==> src/hdl/cor_pkg.sv <==
// ----------------------------------------------------------------------------
// cor_pkg: shared types and constants of the circle outline rasterizer
// Widths, state and command codes, and the controller/datapath interface.
// ----------------------------------------------------------------------------
package cor_pkg;

  localparam int MAX_RADIUS = 10;
  localparam int ARC_DEPTH  = 16;
  localparam int IDX_W      = $clog2(ARC_DEPTH);
  localparam int CNT_W      = IDX_W + 1;
  localparam int RAD_W      = 4;
  localparam int C_W        = 5;
  localparam int SQ_W       = 2 * C_W;
  localparam int CEN_W      = 15;
  localparam int PT_W       = 16;
  localparam int ENT_W      = 2 * C_W;

  typedef enum logic [2:0] {
    ST_IDLE,
    ST_GEN,
    ST_RUN_A,
    ST_RUN_B,
    ST_RUN_C,
    ST_RUN_D,
    ST_CENTER
  } state_e;

  typedef enum logic [2:0] {
    RD_HOLD,
    RD_ZERO,
    RD_ONE,
    RD_NM1,
    RD_NM2,
    RD_INC,
    RD_DEC
  } rd_op_e;

  typedef struct packed {
    logic   load;
    logic   gen_step;
    rd_op_e rd_op;
    logic   emit;
    logic   x_neg;
    logic   y_neg;
    logic   last;
    logic   center;
  } ctrl_cmd_t;

  typedef struct packed {
    logic rad_zero;
    logic gen_done;
    logic idx_eq_nm2;
    logic idx_eq_nm1;
    logic idx_zero;
    logic idx_one;
    logic n_is_two;
  } dp_status_t;

  function automatic logic [SQ_W-1:0] sq(input logic [C_W-1:0] a);
    return SQ_W'(a) * SQ_W'(a);
  endfunction

endpackage

==> src/hdl/cor_ctrl.sv <==
// ----------------------------------------------------------------------------
// cor_ctrl: sequencing controller
// Steps the arc generation, then walks the arc store in up to four runs (center only at radius 0).
// ----------------------------------------------------------------------------
module cor_ctrl (
  input  logic                  clk_i,
  input  logic                  rst_ni,
  input  logic                  start,
  output logic                  busy,
  input  cor_pkg::dp_status_t   status_i,
  output cor_pkg::ctrl_cmd_t    cmd_o
);

  cor_pkg::state_e state_q, state_d;

  always_ff @(posedge clk_i or negedge rst_ni) begin
    if (!rst_ni) begin
      state_q <= cor_pkg::ST_IDLE;
    end else begin
      state_q <= state_d;
    end
  end

  always_comb begin
    state_d = state_q;
    cmd_o   = '0;
    cmd_o.rd_op = cor_pkg::RD_HOLD;
    unique case (state_q)
      cor_pkg::ST_IDLE: begin
        if (start) begin
          cmd_o.load = 1'b1;
          state_d = status_i.rad_zero ? cor_pkg::ST_CENTER : cor_pkg::ST_GEN;
        end
      end
      cor_pkg::ST_GEN: begin
        cmd_o.gen_step = 1'b1;
        if (status_i.gen_done) begin
          cmd_o.rd_op = cor_pkg::RD_ZERO;
          state_d = cor_pkg::ST_RUN_A;
        end
      end
      cor_pkg::ST_RUN_A: begin
        cmd_o.emit = 1'b1;
        if (status_i.idx_eq_nm2) begin
          cmd_o.rd_op = cor_pkg::RD_NM1;
          state_d = cor_pkg::ST_RUN_B;
        end else begin
          cmd_o.rd_op = cor_pkg::RD_INC;
        end
      end
      cor_pkg::ST_RUN_B: begin
        cmd_o.emit  = 1'b1;
        cmd_o.x_neg = 1'b1;
        if (status_i.idx_zero) begin
          cmd_o.rd_op = cor_pkg::RD_ONE;
          state_d = cor_pkg::ST_RUN_C;
        end else begin
          cmd_o.rd_op = cor_pkg::RD_DEC;
        end
      end
      cor_pkg::ST_RUN_C: begin
        cmd_o.emit  = 1'b1;
        cmd_o.x_neg = 1'b1;
        cmd_o.y_neg = 1'b1;
        if (status_i.idx_eq_nm1) begin
          if (status_i.n_is_two) begin
            cmd_o.last = 1'b1;
            state_d = cor_pkg::ST_IDLE;
          end else begin
            cmd_o.rd_op = cor_pkg::RD_NM2;
            state_d = cor_pkg::ST_RUN_D;
          end
        end else begin
          cmd_o.rd_op = cor_pkg::RD_INC;
        end
      end
      cor_pkg::ST_RUN_D: begin
        cmd_o.emit  = 1'b1;
        cmd_o.y_neg = 1'b1;
        if (status_i.idx_one) begin
          cmd_o.last = 1'b1;
          state_d = cor_pkg::ST_IDLE;
        end else begin
          cmd_o.rd_op = cor_pkg::RD_DEC;
        end
      end
      cor_pkg::ST_CENTER: begin
        cmd_o.emit   = 1'b1;
        cmd_o.center = 1'b1;
        cmd_o.last   = 1'b1;
        state_d = cor_pkg::ST_IDLE;
      end
      default: begin
        state_d = cor_pkg::ST_IDLE;
      end
    endcase
  end

  assign busy = (state_q != cor_pkg::ST_IDLE);

`ifndef NO_ASSERTIONS
  a_last_ends: assert property (@(posedge clk_i) disable iff (!rst_ni)
    cmd_o.last |=> state_q == cor_pkg::ST_IDLE)
    else $error("final point issued but controller did not return to idle");

  a_zero_center: assert property (@(posedge clk_i) disable iff (!rst_ni)
    (state_q == cor_pkg::ST_IDLE && start && status_i.rad_zero)
      |=> state_q == cor_pkg::ST_CENTER)
    else $error("zero radius item did not take the center path");
`endif

endmodule

==> src/hdl/cor_datapath.sv <==
// ----------------------------------------------------------------------------
// cor_datapath: arc generation, arc store and point output pipeline
// Pushes one arc point per cycle and emits offset points from the registered
// read data through the output registers.
// ----------------------------------------------------------------------------
module cor_datapath (
  input  logic                                clk_i,
  input  logic                                rst_ni,
  input  logic signed [cor_pkg::CEN_W-1:0]    center_x_i,
  input  logic signed [cor_pkg::CEN_W-1:0]    center_y_i,
  input  logic        [cor_pkg::RAD_W-1:0]    radius_i,
  input  cor_pkg::ctrl_cmd_t                  cmd_i,
  output cor_pkg::dp_status_t                 status_o,
  output logic                                point_valid_o,
  output logic signed [cor_pkg::PT_W-1:0]     point_x_o,
  output logic signed [cor_pkg::PT_W-1:0]     point_y_o,
  output logic                                last_point_o
);

  logic [cor_pkg::ENT_W-1:0] arc_mem [cor_pkg::ARC_DEPTH];

  logic signed [cor_pkg::CEN_W-1:0] cx_q, cy_q;
  logic [cor_pkg::RAD_W-1:0]        r_q, ax_q;
  logic [cor_pkg::C_W-1:0]          py_q;
  logic [cor_pkg::CNT_W-1:0]        cnt_q;
  logic [cor_pkg::IDX_W-1:0]        idx_q;

  logic [cor_pkg::RAD_W-1:0]        r_sat;
  logic [cor_pkg::C_W-1:0]          cand, cand1, y_new;
  logic [cor_pkg::SQ_W-1:0]         v;
  logic                             fits, more, advance;
  logic [cor_pkg::CNT_W-1:0]        n_m1, n_m2;
  logic                             we;
  logic [cor_pkg::IDX_W-1:0]        wa;
  logic [cor_pkg::ENT_W-1:0]        wd;

  logic [cor_pkg::ENT_W-1:0]        rd_q;
  logic                             s1_valid_q, s1_xneg_q, s1_yneg_q, s1_last_q, s1_center_q;

  logic signed [cor_pkg::PT_W-1:0]  ox, oy, px_d, py_out_d;
  logic                             valid_q, last_q;
  logic signed [cor_pkg::PT_W-1:0]  px_q, pyo_q;

  assign r_sat = (radius_i > cor_pkg::RAD_W'(cor_pkg::MAX_RADIUS))
                 ? cor_pkg::RAD_W'(cor_pkg::MAX_RADIUS) : radius_i;

  assign cand    = py_q + cor_pkg::C_W'(1);
  assign cand1   = py_q + cor_pkg::C_W'(2);
  assign v       = cor_pkg::sq({1'b0, r_q}) - cor_pkg::sq({1'b0, ax_q});
  assign fits    = (cor_pkg::sq(cand) <= v);
  assign more    = (cor_pkg::sq(cand1) <= v);
  assign y_new   = fits ? cand : py_q;
  assign advance = !fits || !more;

  assign n_m1 = cnt_q - cor_pkg::CNT_W'(1);
  assign n_m2 = cnt_q - cor_pkg::CNT_W'(2);

  assign status_o.rad_zero   = (radius_i == '0);
  assign status_o.gen_done   = advance && (ax_q == '0);
  assign status_o.idx_eq_nm2 = ({1'b0, idx_q} == n_m2);
  assign status_o.idx_eq_nm1 = ({1'b0, idx_q} == n_m1);
  assign status_o.idx_zero   = (idx_q == '0);
  assign status_o.idx_one    = (idx_q == cor_pkg::IDX_W'(1));
  assign status_o.n_is_two   = (cnt_q == cor_pkg::CNT_W'(2));

  always_comb begin
    we = 1'b0;
    wa = '0;
    wd = '0;
    if (cmd_i.load) begin
      we = 1'b1;
      wd = {1'b0, r_sat, cor_pkg::C_W'(0)};
    end else if (cmd_i.gen_step && cnt_q < cor_pkg::CNT_W'(cor_pkg::ARC_DEPTH)) begin
      we = 1'b1;
      wa = cnt_q[cor_pkg::IDX_W-1:0];
      wd = {1'b0, ax_q, y_new};
    end
  end

  always_ff @(posedge clk_i) begin
    if (we) begin
      arc_mem[wa] <= wd;
    end
    rd_q <= arc_mem[idx_q];
  end

  always_ff @(posedge clk_i) begin
    if (cmd_i.load) begin
      cx_q <= center_x_i;
      cy_q <= center_y_i;
      r_q  <= r_sat;
      ax_q <= r_sat - cor_pkg::RAD_W'(1);
      py_q <= '0;
    end else if (cmd_i.gen_step) begin
      py_q <= y_new;
      if (advance) begin
        ax_q <= ax_q - cor_pkg::RAD_W'(1);
      end
    end
  end

  always_ff @(posedge clk_i or negedge rst_ni) begin
    if (!rst_ni) begin
      cnt_q <= '0;
      idx_q <= '0;
    end else begin
      if (cmd_i.load) begin
        cnt_q <= cor_pkg::CNT_W'(1);
      end else if (we) begin
        cnt_q <= cnt_q + cor_pkg::CNT_W'(1);
      end
      case (cmd_i.rd_op)
        cor_pkg::RD_ZERO: idx_q <= '0;
        cor_pkg::RD_ONE:  idx_q <= cor_pkg::IDX_W'(1);
        cor_pkg::RD_NM1:  idx_q <= n_m1[cor_pkg::IDX_W-1:0];
        cor_pkg::RD_NM2:  idx_q <= n_m2[cor_pkg::IDX_W-1:0];
        cor_pkg::RD_INC:  idx_q <= idx_q + cor_pkg::IDX_W'(1);
        cor_pkg::RD_DEC:  idx_q <= idx_q - cor_pkg::IDX_W'(1);
        default:          idx_q <= idx_q;
      endcase
    end
  end

  always_ff @(posedge clk_i or negedge rst_ni) begin
    if (!rst_ni) begin
      s1_valid_q <= 1'b0;
      valid_q    <= 1'b0;
    end else begin
      s1_valid_q <= cmd_i.emit;
      valid_q    <= s1_valid_q;
    end
  end

  always_ff @(posedge clk_i) begin
    s1_xneg_q   <= cmd_i.x_neg;
    s1_yneg_q   <= cmd_i.y_neg;
    s1_last_q   <= cmd_i.last;
    s1_center_q <= cmd_i.center;
  end

  always_comb begin
    ox = cor_pkg::PT_W'(rd_q[cor_pkg::ENT_W-1:cor_pkg::C_W]);
    oy = cor_pkg::PT_W'(rd_q[cor_pkg::C_W-1:0]);
    if (s1_center_q) begin
      ox = '0;
      oy = '0;
    end
    if (s1_xneg_q) begin
      ox = -ox;
    end
    if (s1_yneg_q) begin
      oy = -oy;
    end
    px_d     = {cx_q[cor_pkg::CEN_W-1], cx_q} + ox;
    py_out_d = {cy_q[cor_pkg::CEN_W-1], cy_q} + oy;
  end

  always_ff @(posedge clk_i) begin
    px_q   <= px_d;
    pyo_q  <= py_out_d;
    last_q <= s1_last_q;
  end

  assign point_valid_o = valid_q;
  assign point_x_o     = px_q;
  assign point_y_o     = pyo_q;
  assign last_point_o  = last_q;

`ifndef NO_ASSERTIONS
  a_cnt_bound: assert property (@(posedge clk_i) disable iff (!rst_ni)
    cnt_q <= cor_pkg::CNT_W'(cor_pkg::ARC_DEPTH))
    else $error("arc point count exceeds store depth");

  a_arc_rising: assert property (@(posedge clk_i) disable iff (!rst_ni)
    cmd_i.gen_step |=> py_q >= $past(py_q))
    else $error("arc row went down during generation");
`endif

endmodule

==> src/hdl/circle_outline_rasterizer_unit.sv <==
// ----------------------------------------------------------------------------
// circle_outline_rasterizer_unit: circle outline point generator
// Turns one circle item (center and radius) into its outline points.
// ----------------------------------------------------------------------------
// Usage: an item (center_x_i, center_y_i, radius_i) is taken at a rising edge
// where start is high and busy is low. Radii above 10 are treated as 10.
// The block first builds the upper-left arc into a 16-entry arc store, one
// arc point per cycle, with the row search stepping from the previous row.
// It then reads the store once per cycle and emits 4n-4 points, where n is
// the number of arc points (n is 15 at radius 10, so 56 points).
// Each point is on point_x_o/point_y_o for one cycle with point_valid_o high;
// the final point of the circle has last_point_o high. The receiver cannot
// stall the output, so there is no backpressure.
// Busy stays high from the accepting edge until the controller has issued
// the final point (a zero radius emits only the center). Points leave the
// read port through the read data register and the output registers; for a
// nonzero radius the first appears only after the arc store is built. The
// next item can be taken at the edge after busy falls. The single arc store
// read port sets one point per cycle.
// Reset clears the controller and counters; no item is in flight after it.
// ----------------------------------------------------------------------------
module circle_outline_rasterizer_unit (
  input  logic                                clk_i,
  input  logic                                rst_ni,
  input  logic                                start,
  output logic                                busy,
  input  logic signed [cor_pkg::CEN_W-1:0]    center_x_i,
  input  logic signed [cor_pkg::CEN_W-1:0]    center_y_i,
  input  logic        [cor_pkg::RAD_W-1:0]    radius_i,
  output logic                                point_valid_o,
  output logic signed [cor_pkg::PT_W-1:0]     point_x_o,
  output logic signed [cor_pkg::PT_W-1:0]     point_y_o,
  output logic                                last_point_o
);

  cor_pkg::ctrl_cmd_t  cmd;
  cor_pkg::dp_status_t status;

  cor_ctrl u_ctrl (
    .clk_i    (clk_i),
    .rst_ni   (rst_ni),
    .start    (start),
    .busy     (busy),
    .status_i (status),
    .cmd_o    (cmd)
  );

  cor_datapath u_datapath (
    .clk_i         (clk_i),
    .rst_ni        (rst_ni),
    .center_x_i    (center_x_i),
    .center_y_i    (center_y_i),
    .radius_i      (radius_i),
    .cmd_i         (cmd),
    .status_o      (status),
    .point_valid_o (point_valid_o),
    .point_x_o     (point_x_o),
    .point_y_o     (point_y_o),
    .last_point_o  (last_point_o)
  );

endmodule

==> config.mk <==
export PLATFORM = sky130hd
export DESIGN_NAME = circle_outline_rasterizer_unit
export DESIGN_NICKNAME = d
export VERILOG_FILES = /design/src/hdl/cor_pkg.sv /design/src/hdl/cor_ctrl.sv /design/src/hdl/cor_datapath.sv /design/src/hdl/circle_outline_rasterizer_unit.sv
export SDC_FILE = /design/constraint.sdc
export NUM_CORES = 1
export LEC_CHECK = 0
export ABC_AREA = 1
export BUFFER_PORTS_ARGS = -buffer_cell sky130_fd_sc_hd__buf_4
export CAP_MARGIN = 10
export CORE_MARGIN = 5
export CORE_UTILIZATION = 25
export CTS_CLUSTER_DIAMETER = 150
export DETAILED_ROUTE_END_ITERATION = 6
export PLACE_DENSITY_LB_ADDON = 0.08
export SLEW_MARGIN = 20
export SYNTH_ARGS = -nofsm -noshare
export SYNTH_HDL_FRONTEND = slang
export SYNTH_SLANG_ARGS = --single-unit
==> constraint.sdc <==
create_clock -name clk_i -period 5.8 [get_ports clk_i]
set_input_delay 1.16 -clock clk_i [delete_from_list [all_inputs] [get_ports clk_i]]
set_output_delay 1.16 -clock clk_i [all_outputs]
set_load 0.005 [all_outputs]
==> impl_metrics.csv, run 1 <==
group,metric,value,unit
clock_network,holdBufCountCts,0,
detailed_routing,wl_per_cell,16.8,um
worst_setup_path,worstSetupEndpoint,"u_datapath.idx_q[3]$_DFFE_PN0P_",
worst_setup_path,cp_slowest_cell,"fa_1",
sta,fin_worst_skew,0.0161,ns
detailed_routing,vias,9459,
sta,period_share,94.5,%
sta,whs,0.327,ns
clock_network,cts_tree,"built",
worst_setup_path,cp_common_cell,"nand2_1",
worst_setup_path,r2r_end,"u_datapath.idx_q[3]$_DFFE_PN0P_",
placed_design,gp_congestion,0.777,
worst_setup_path,path_max_fanout,6,
worst_setup_path,worst-endpoint-arrival,5.92,ns
sta,final_max_slew_viol_count,0,
finish,final_nets,1619,
clock_network,clk_path_buf_depth,3,
finish,final_util,30.6,%
detailed_routing,drt-total-wl,36200,um
synthesis,synthFlopType,"edfxtp_1",
floorplan,start_util,25.2,%
synthesis,synth_mux_area_share,0,%
floorplan,core,52400,um^2
floorplan,die_w,240,um
sta,setup_violations,0,
finish,area_growth,21.3,%
synthesis,ys_ff_latch,247,
synthesis,yosysSeqAreaShare,51.7,%
run,maxCapViolations,0,
worst_setup_path,crit_path_end_kind,"register",
sta,fmax,182,MHz
synthesis,synth_warnings,0,
detailed_routing,drt_iter0_markers,409,
sta,worst_slew_pin_slew,0.983,ns
finish,final_cell_mix,"195 x nand2_1, 182 x edfxtp_1, 150 x inv_1",
global_route,grtUsageTotal,12.3,%
worst_setup_path,worstSetupPathType,"register to register",
synthesis,syn-num-nets,1490,
synthesis,synthSimpleGateAreaFrac,14.5,%
floorplan,die_y,240,um
worst_setup_path,cp-start-kind,"register",
min_path,hold_class,"register to register",
clock_network,clkTransAtPathRegs,0.06,ns
floorplan,num_rows,84,
synthesis,syn_inst,1323,
synthesis,synth_fa_ha_area_share,13.5,%
detailed_routing,viasPerCell,4.38,
clock_network,clock_latency,0.55,ns
status,outcome,"complete, no violations",
min_path,min_delay_path_depth,0,
synthesis,synth_top_family_by_area,"simple AND/OR/NAND/NOR gates",
finish,antenna_cells,0,
synthesis,synth-xor-area-share,4.43,%
global_route,grt_pass1_vias,9402,
synthesis,syn_avg_cell_area,9.99,um^2
finish,drive_above_1_share,15.9,%
sta,hold_violations,0,
global_route,grt_start_max_net_pins,78,
clock_network,cts_made_buffers,29,
finish,final_area,16000,um^2
placed_design,placed_cell_area,14900,um^2
synthesis,synth_area,13200,um^2
detailed_routing,first_pass_iters,4,
placed_design,post-dp-hpwl,25300,um
clock_network,cts-root-buf,"clkbuf_16",
finish,layout_commonest_cell,"nand2_1",
global_route,grt_antenna_before_repair,0,
detailed_routing,drc,0,
sta,slew_headroom,34.4,%
detailed_routing,detail-route-antenna-nets,0,
floorplan,die-area,57600,um^2
worst_setup_path,regToRegSetupSlack,0.32,ns
placed_design,io_buffers,71,
clock_network,htree_num_levels,1,
min_path,worstHoldStart,"u_datapath.s1_last_q$_DFF_P_",
sta,min_period,5.48,ns
global_route,grt_first_pass_wirelength,55600,um
worst_setup_path,max_stage_delay,0.55,ns
synthesis,synth-compound-area-share,10.3,%
clock_network,cts_sinks,247,
synthesis,ys_types,48,
worst_setup_path,startpoint,"u_datapath.ax_q[0]$_DFFE_PP_",
global_route,overflow,0,
worst_setup_path,required,6.24,ns
worst_setup_path,r2r_start,"u_datapath.ax_q[0]$_DFFE_PP_",
floorplan,ios,72,
worst_setup_path,rr_worst_depth,33,
synthesis,synth_edf_count,182,
synthesis,async_flop_share,5.67,%
==> layout make-up <==
type                    instances  area [um^2]
flip-flops and latches        247         6840
repair buffers                134         1010
clock buffers                  43          818
inverters                     158          593
clock inverters                10          126
fillers                      5466        36400
well taps                     688          861
multi-input cells             882         5780
==> routing by layer <==
metal / track usage, % / share of wire, % / routed length [um]
met1: 16.8 / 47 / 17000
met2: 21.1 / 47 / 17000
met3: 1.48 / 4.2 / 1530
met4: 2.84 / 1.7 / 633
met5: 0 / 0 / 0
==> through the flow <==
step	std cells	setup slack, ns	setup TNS (ns)
after floorplan	1323	0.228	0
after CTS	2157	0.0575	0
after detailed placement	2104	-0.246	-11.69
final	2162	0.319	0
after global placement	2104	-0.201	-9.01
after global routing	2162	-0.000403	-0.000403
==> kinds of logic (layout without fill, tap and decap cells) <==
kind of cell,Yosys count,in the layout
adder cells (fa/ha/maj),130,130
XOR/XNOR,66,66
AND/OR/NAND/NOR,451,451
AO/OA/AOI/OAI,235,235
flip-flops,247,247
buffers and inverters,194,345
==> synth_stat cells (all sizes together), types with 2 or more instances <==
cell	n	area share, %
o221ai	14	0.93
fa	21	3.2
dfxtp	51	7.7
a21o	3	0.17
dfrtp	14	2.7
nand4	12	0.57
o21ai	107	4.1
o21a	6	0.34
xor2	48	3.2
o31ai	3	0.17
o22ai	22	1.0
a21boi	3	0.20
ha	109	10
a21oi	56	2.2
nand3b	2	0.11
xnor2	18	1.2
nor4	4	0.19
nand2	207	6.2
o211ai	11	0.62
clkbuf	34	0.97
inv	156	4.4
edfxtp	182	41
buf	2	0.12
nor3	5	0.19
a31oi	3	0.14
o21bai	2	0.11
a211oi	2	0.11
or2	5	0.24
clkinv	2	0.057
nand3	55	2.4
nor2	160	4.6
==> state kept, by name (all words and copies together) (netlist names), 3 cells and up <==
register	cells
u_ctrl.state_q	3
u_datapath.point_y_o	16
u_datapath.cnt_q	5
u_datapath.arc_mem	144
u_datapath.cy_q	15
u_datapath.cx_q	15
u_datapath.ax_q	4
u_datapath.rd_q	9
u_datapath.py_q	5
u_datapath.idx_q	4
u_datapath.point_x_o	16
u_datapath.r_q	4
==> repair_timing <==
action | in CTS | in global routing
buffers inserted | 0 | 5
setup endpoints to repair | 64 | 92
pin swaps | 0 | 11
resized for setup | 4 | 19
==> worst min path at each step <==
stage	to	slack, ns
after floorplan	u_datapath.last_point_o$_DFF_P_	0.31
after global placement	u_datapath.last_point_o$_DFF_P_	0.31
after detailed placement	u_datapath.last_point_o$_DFF_P_	0.32
after CTS	u_datapath.last_point_o$_DFF_P_	0.33
after global routing	u_datapath.last_point_o$_DFF_P_	0.34
final	u_datapath.last_point_o$_DFF_P_	0.33
==> critical path: cells and delay by family, from the launching register on <==
family,cells,cell delay (ns)
AO/OA/AOI/OAI,4,0.71
flip-flops,1,0.41
buffers and inverters,6,0.53
AND/OR/NAND/NOR,16,1.25
adder cells (fa/ha/maj),6,2.29
XOR/XNOR,1,0.17
Power of run 1 is not shown: default switching activity piles up to over one toggle a cycle in this logic, so the estimate is an artifact.
==> inputs of run 2 (changes only) <==
--- a/config.mk
+++ b/config.mk
@@ -8,6 +8,8 @@
 export ABC_AREA = 1
 export BUFFER_PORTS_ARGS = -buffer_cell sky130_fd_sc_hd__buf_4
 export CAP_MARGIN = 10
+export CELL_PAD_IN_SITES_DETAIL_PLACEMENT = 0
+export CELL_PAD_IN_SITES_GLOBAL_PLACEMENT = 1
 export CORE_MARGIN = 5
 export CORE_UTILIZATION = 25
 export CTS_CLUSTER_DIAMETER = 150
==> impl_metrics.csv, run 2 (synthesis gave the netlist of run 1 again) <==
group,metric,value,unit
finish,largest_reg_flops,144,
detailed_routing,viasPerCell,4.34,
finish,layout_commonest_cell,"nand2_1",
run,maxCapViolations,0,
min_path,hold_class,"register to register",
worst_setup_path,cp_slowest_cell,"fa_1",
sta,tns,0,ns
clock_network,cts_made_buffers,31,
detailed_routing,drt-total-wl,37400,um
global_route,grtUsageTotal,12.9,%
global_route,grt_first_pass_wirelength,57600,um
finish,final_cell_mix,"196 x nand2_1, 182 x edfxtp_1, 150 x inv_1",
clock_network,clk_path_buf_depth,3,
placed_design,gp_congestion,0.754,
worst_setup_path,worst-endpoint-arrival,5.84,ns
sta,min_period,5.37,ns
global_route,grt_start_max_net_pins,78,
global_route,grt_pass1_vias,9714,
clock_network,cts_tree,"built",
clock_network,clock_latency,0.58,ns
finish,regMostFlops,"u_datapath.arc_mem",
worst_setup_path,worstSetupPathType,"register to register",
sta,worst_slew_pin_slew,1.06,ns
floorplan,die-area,57600,um^2
status,outcome,"complete, no violations",
finish,antenna_cells,0,
sta,hold_violations,0,
detailed_routing,detail-route-antenna-nets,0,
clock_network,holdBufCountCts,0,
finish,final_cells,2171,
worst_setup_path,crit_path_end_kind,"register",
worst_setup_path,cp_common_cell,"nand2_1",
clock_network,clkTransAtPathRegs,0.06,ns
detailed_routing,wl_per_cell,17.2,um
worst_setup_path,path_max_fanout,7,
detailed_routing,drt_iter0_markers,505,
detailed_routing,vias,9431,
finish,drive_above_1_share,16.4,%
sta,whs,0.329,ns
sta,fmax,186,MHz
floorplan,die_y,240,um
sta,setup_violations,0,
sta,fin_worst_skew,0.0131,ns
global_route,overflow,0,
placed_design,post-dp-hpwl,26000,um
clock_network,htree_num_levels,1,
placed_design,io_buffers,71,
detailed_routing,drc,0,
sta,period_share,92.7,%
worst_setup_path,max_stage_delay,0.44,ns
floorplan,core,52400,um^2
finish,final_util,30.8,%
sta,final_max_slew_viol_count,0,
worst_setup_path,required,6.27,ns
floorplan,ios,72,
floorplan,die_w,240,um
detailed_routing,first_pass_iters,4,
sta,slew_headroom,29.2,%
clock_network,cts_sinks,247,
floorplan,num_rows,84,
floorplan,start_util,25.2,%
finish,final_nets,1625,
sta,rsz0062_at_grt,"false",
worst_setup_path,cp-start-kind,"register",
placed_design,dp_cells,2110,
global_route,grt_antenna_before_repair,2,
clock_network,cts-root-buf,"clkbuf_16",
finish,area_growth,22.2,%
run 2: cell count changes in the layout (fill, tap and decap cells not counted), sizes merged:
cell	before	now
inv	157	158
clkbuf	43	38
clkinvlp	0	3
bufinv	3	4
buf	134	138
clkinv	8	13
run 2: final cells by class:
| type | instances | area, um^2 |
|---|---|---|
| tap | 688 | 861 |
| multi-input combinational | 882 | 5770 |
| clock inverter | 20 | 224 |
| sequential | 247 | 6840 |
| inverter | 158 | 593 |
| clock buffer | 38 | 822 |
| fill | 5479 | 36300 |
| timing repair buffer | 138 | 1040 |
run 2: routing by layer:
layer	vias up	track usage [%]	wire [um]
met5	-	0	0
met4	0	2.85	690
met3	37	1.59	1300
met2	125	22.7	18200
met1	4485	17.0	17200
li1	4784	-	-
run 2: timing repair:
action / in CTS / in global routing
resized for setup: 4 / 14
buffers inserted: 0 / 3
endpoints found under the hold margin: 0 / 0
pin swaps: 0 / 8
setup endpoints to repair: 64 / 91
gates cloned: 0 / 0
run 2: metrics by stage:
step                      area [um^2]  worst slack, ns
final                           16100            0.426
after global routing            16100           0.0107
after CTS                       16000           0.0573
after detailed placement        15000           -0.236
after global placement          15000           -0.230
after floorplan                 13200            0.228
run 2: worst max-delay path, delay by kind of cell, from the launching register on:
kind / cells / cell delay [ns]
buf+inv: 6 / 0.59
compound gates: 4 / 0.54
simple gates: 17 / 1.31
fa+ha+maj: 6 / 2.17
xor+xnor: 1 / 0.24
flops: 1 / 0.40
run 2: path summary, 6_finish.rpt:
| path | slack [ns] | endpoint | cells past startpoint | start |
|---|---|---|---|---|
| max | 0.43 | u_datapath.idx_q[3]$_DFFE_PN0P_ | 34 | u_datapath.ax_q[0]$_DFFE_PP_ |
| min | 0.33 | u_datapath.last_point_o$_DFF_P_ | 0 | u_datapath.s1_last_q$_DFF_P_ |
| max reg2reg | 0.43 | u_datapath.idx_q[3]$_DFFE_PN0P_ | 34 | u_datapath.ax_q[0]$_DFFE_PP_ |
| min reg2reg | 0.33 | u_datapath.last_point_o$_DFF_P_ | 0 | u_datapath.s1_last_q$_DFF_P_ |
| max in group asynchronous | 5.16 | u_datapath.idx_q[0]$_DFFE_PN0P_ | 1 | rst_ni |
| min in group asynchronous | 0.44 | u_datapath.idx_q[3]$_DFFE_PN0P_ | 1 | rst_ni |
Power of run 2 is left out for the same reason.
==> inputs of run 3 (changes only) <==
--- a/config.mk
+++ b/config.mk
@@ -6,7 +6,7 @@
 export NUM_CORES = 1
 export LEC_CHECK = 0
 export ABC_AREA = 1
-export BUFFER_PORTS_ARGS = -buffer_cell sky130_fd_sc_hd__buf_4
+export BUFFER_PORTS_ARGS = -buffer_cell sky130_fd_sc_hd__clkbuf_2
 export CAP_MARGIN = 10
 export CELL_PAD_IN_SITES_DETAIL_PLACEMENT = 0
 export CELL_PAD_IN_SITES_GLOBAL_PLACEMENT = 1
==> impl_metrics.csv, run 3 (synthesis gave the netlist of run 1 again) <==
group,metric,value,unit
sta,layout_setup_ws,0.352,ns
finish,largest_reg_flops,144,
sta,period_share,93.9,%
finish,final_util,30.4,%
worst_setup_path,max_stage_delay,0.55,ns
sta,final_max_slew_viol_count,0,
clock_network,cts-root-buf,"clkbuf_16",
detailed_routing,first_pass_iters,4,
sta,min_period,5.45,ns
floorplan,core,52400,um^2
min_path,hold_class,"register to register",
finish,area_growth,20.5,%
detailed_routing,drt-total-wl,37000,um
worst_setup_path,cp_top_family,"adder cells",
detailed_routing,wl_per_cell,17.0,um
detailed_routing,vias,9468,
worst_setup_path,r2r_start,"u_datapath.py_q[1]$_SDFFE_PP0N_",
global_route,grt_first_pass_wirelength,57000,um
detailed_routing,drc,0,
clock_network,cts_tree,"built",
sta,slew_headroom,27.5,%
floorplan,die_w,240,um
worst_setup_path,cp_slowest_cell,"fa_1",
sta,worst_slew_pin_slew,1.08,ns
global_route,overflow,0,
placed_design,post-dp-hpwl,25900,um
global_route,grtUsageTotal,12.6,%
finish,final_cell_mix,"195 x nand2_1, 182 x edfxtp_1, 150 x inv_1",
finish,final_nets,1629,
placed_design,dp_cells,2110,
global_route,grt_antenna_before_repair,0,
worst_setup_path,critical_path_buf_inv_count,5,
finish,final_cells,2175,
sta,setup_violations,0,
global_route,grt_start_max_net_pins,79,
clock_network,cts_made_buffers,31,
min_path,worstHoldStart,"u_datapath.s1_last_q$_DFF_P_",
detailed_routing,detail-route-antenna-nets,0,
sta,fin_worst_skew,0.0233,ns
status,outcome,"complete, no violations",
finish,antenna_cells,0,
global_route,grt_pass1_vias,9668,
finish,regMostFlops,"u_datapath.arc_mem",
sta,fmax,184,MHz
detailed_routing,drt_iter0_markers,530,
clock_network,clk_path_buf_depth,3,
clock_network,clkTransAtPathRegs,0.06,ns
clock_network,cts_sinks,247,
floorplan,ios,72,
floorplan,num_rows,84,
finish,layout_commonest_cell,"nand2_1",
run,maxCapViolations,0,
clock_network,holdBufCountCts,0,
finish,drive_above_1_share,16.1,%
clock_network,htree_num_levels,1,
worst_setup_path,cp-start-kind,"register",
worst_setup_path,cp_common_cell,"nand2_1",
sta,hold_violations,0,
worst_setup_path,worst-endpoint-arrival,5.90,ns
floorplan,start_util,25.2,%
worst_setup_path,required,6.26,ns
placed_design,dp_slack,-0.242,ns
detailed_routing,viasPerCell,4.35,
floorplan,die_y,240,um
worst_setup_path,startpoint,"u_datapath.py_q[1]$_SDFFE_PP0N_",
worst_setup_path,path_max_fanout,7,
placed_design,gp_congestion,0.745,
placed_design,io_buffers,71,
worst_setup_path,worstSetupPathType,"register to register",
floorplan,die-area,57600,um^2
worst_setup_path,crit_path_end_kind,"register",
clock_network,clock_latency,0.59,ns
-- run 3: cell types whose count changed in the layout (fill, tap and decap cells not counted), sizes merged --
| cell | before | now |
|---|---|---|
| nand2 | 207 | 208 |
| clkinv | 13 | 14 |
| inv | 158 | 157 |
| clkbuf | 38 | 113 |
| bufinv | 4 | 1 |
| clkinvlp | 3 | 2 |
| buf | 138 | 70 |
-- run 3: area by class of cell --
cell class	instances	area [um^2]
fillers	5518	36500
well taps	688	861
clock inverters	16	116
clock buffers	42	827
repair buffers	141	905
multi-input cells	883	5780
inverters	158	593
flip-flops and latches	247	6840
-- run 3: final timing paths --
| check | slack (ns) | depth (start not counted) | to |
|---|---|---|---|
| max | 0.35 | 33 | u_datapath.idx_q[1]$_DFFE_PN0P_ |
| min | 0.33 | 0 | u_datapath.last_point_o$_DFF_P_ |
| max reg2reg | 0.35 | 33 | u_datapath.idx_q[1]$_DFFE_PN0P_ |
| min reg2reg | 0.33 | 0 | u_datapath.last_point_o$_DFF_P_ |
| max in group asynchronous | 4.95 | 1 | u_datapath.idx_q[0]$_DFFE_PN0P_ |
| min in group asynchronous | 0.52 | 1 | u_datapath.s1_valid_q$_DFF_PN0_ |
-- run 3: per-stage QoR --
step / hold WS, ns / setup TNS (ns) / area [um^2]
2_1_floorplan: 0.310 / 0 / 13200
3_3_place_gp: 0.314 / -7.61 / 14800
3_5_place_dp: 0.323 / -14.27 / 14800
4_1_cts: 0.336 / 0 / 15800
5_1_grt: 0.336 / -0.00199 / 15900
6_report: 0.332 / 0 / 15900
-- run 3: per-layer routing --
layer	global-route usage (%)	part of all wire [%]	vias up
li1	-	-	4783
met1	17.2	48	4526
met2	21.7	47	117
met3	1.56	3.1	42
met4	2.80	1.9	0
met5	0	0	-
-- run 3: repair_timing --
item | CTS | global route
gates cloned | 0 | 2
gates resized for setup | 4 | 23
pin swaps | 0 | 11
endpoints found under the setup margin | 64 | 91
buffers inserted | 0 | 5
Power of run 3 is left out for the same reason.
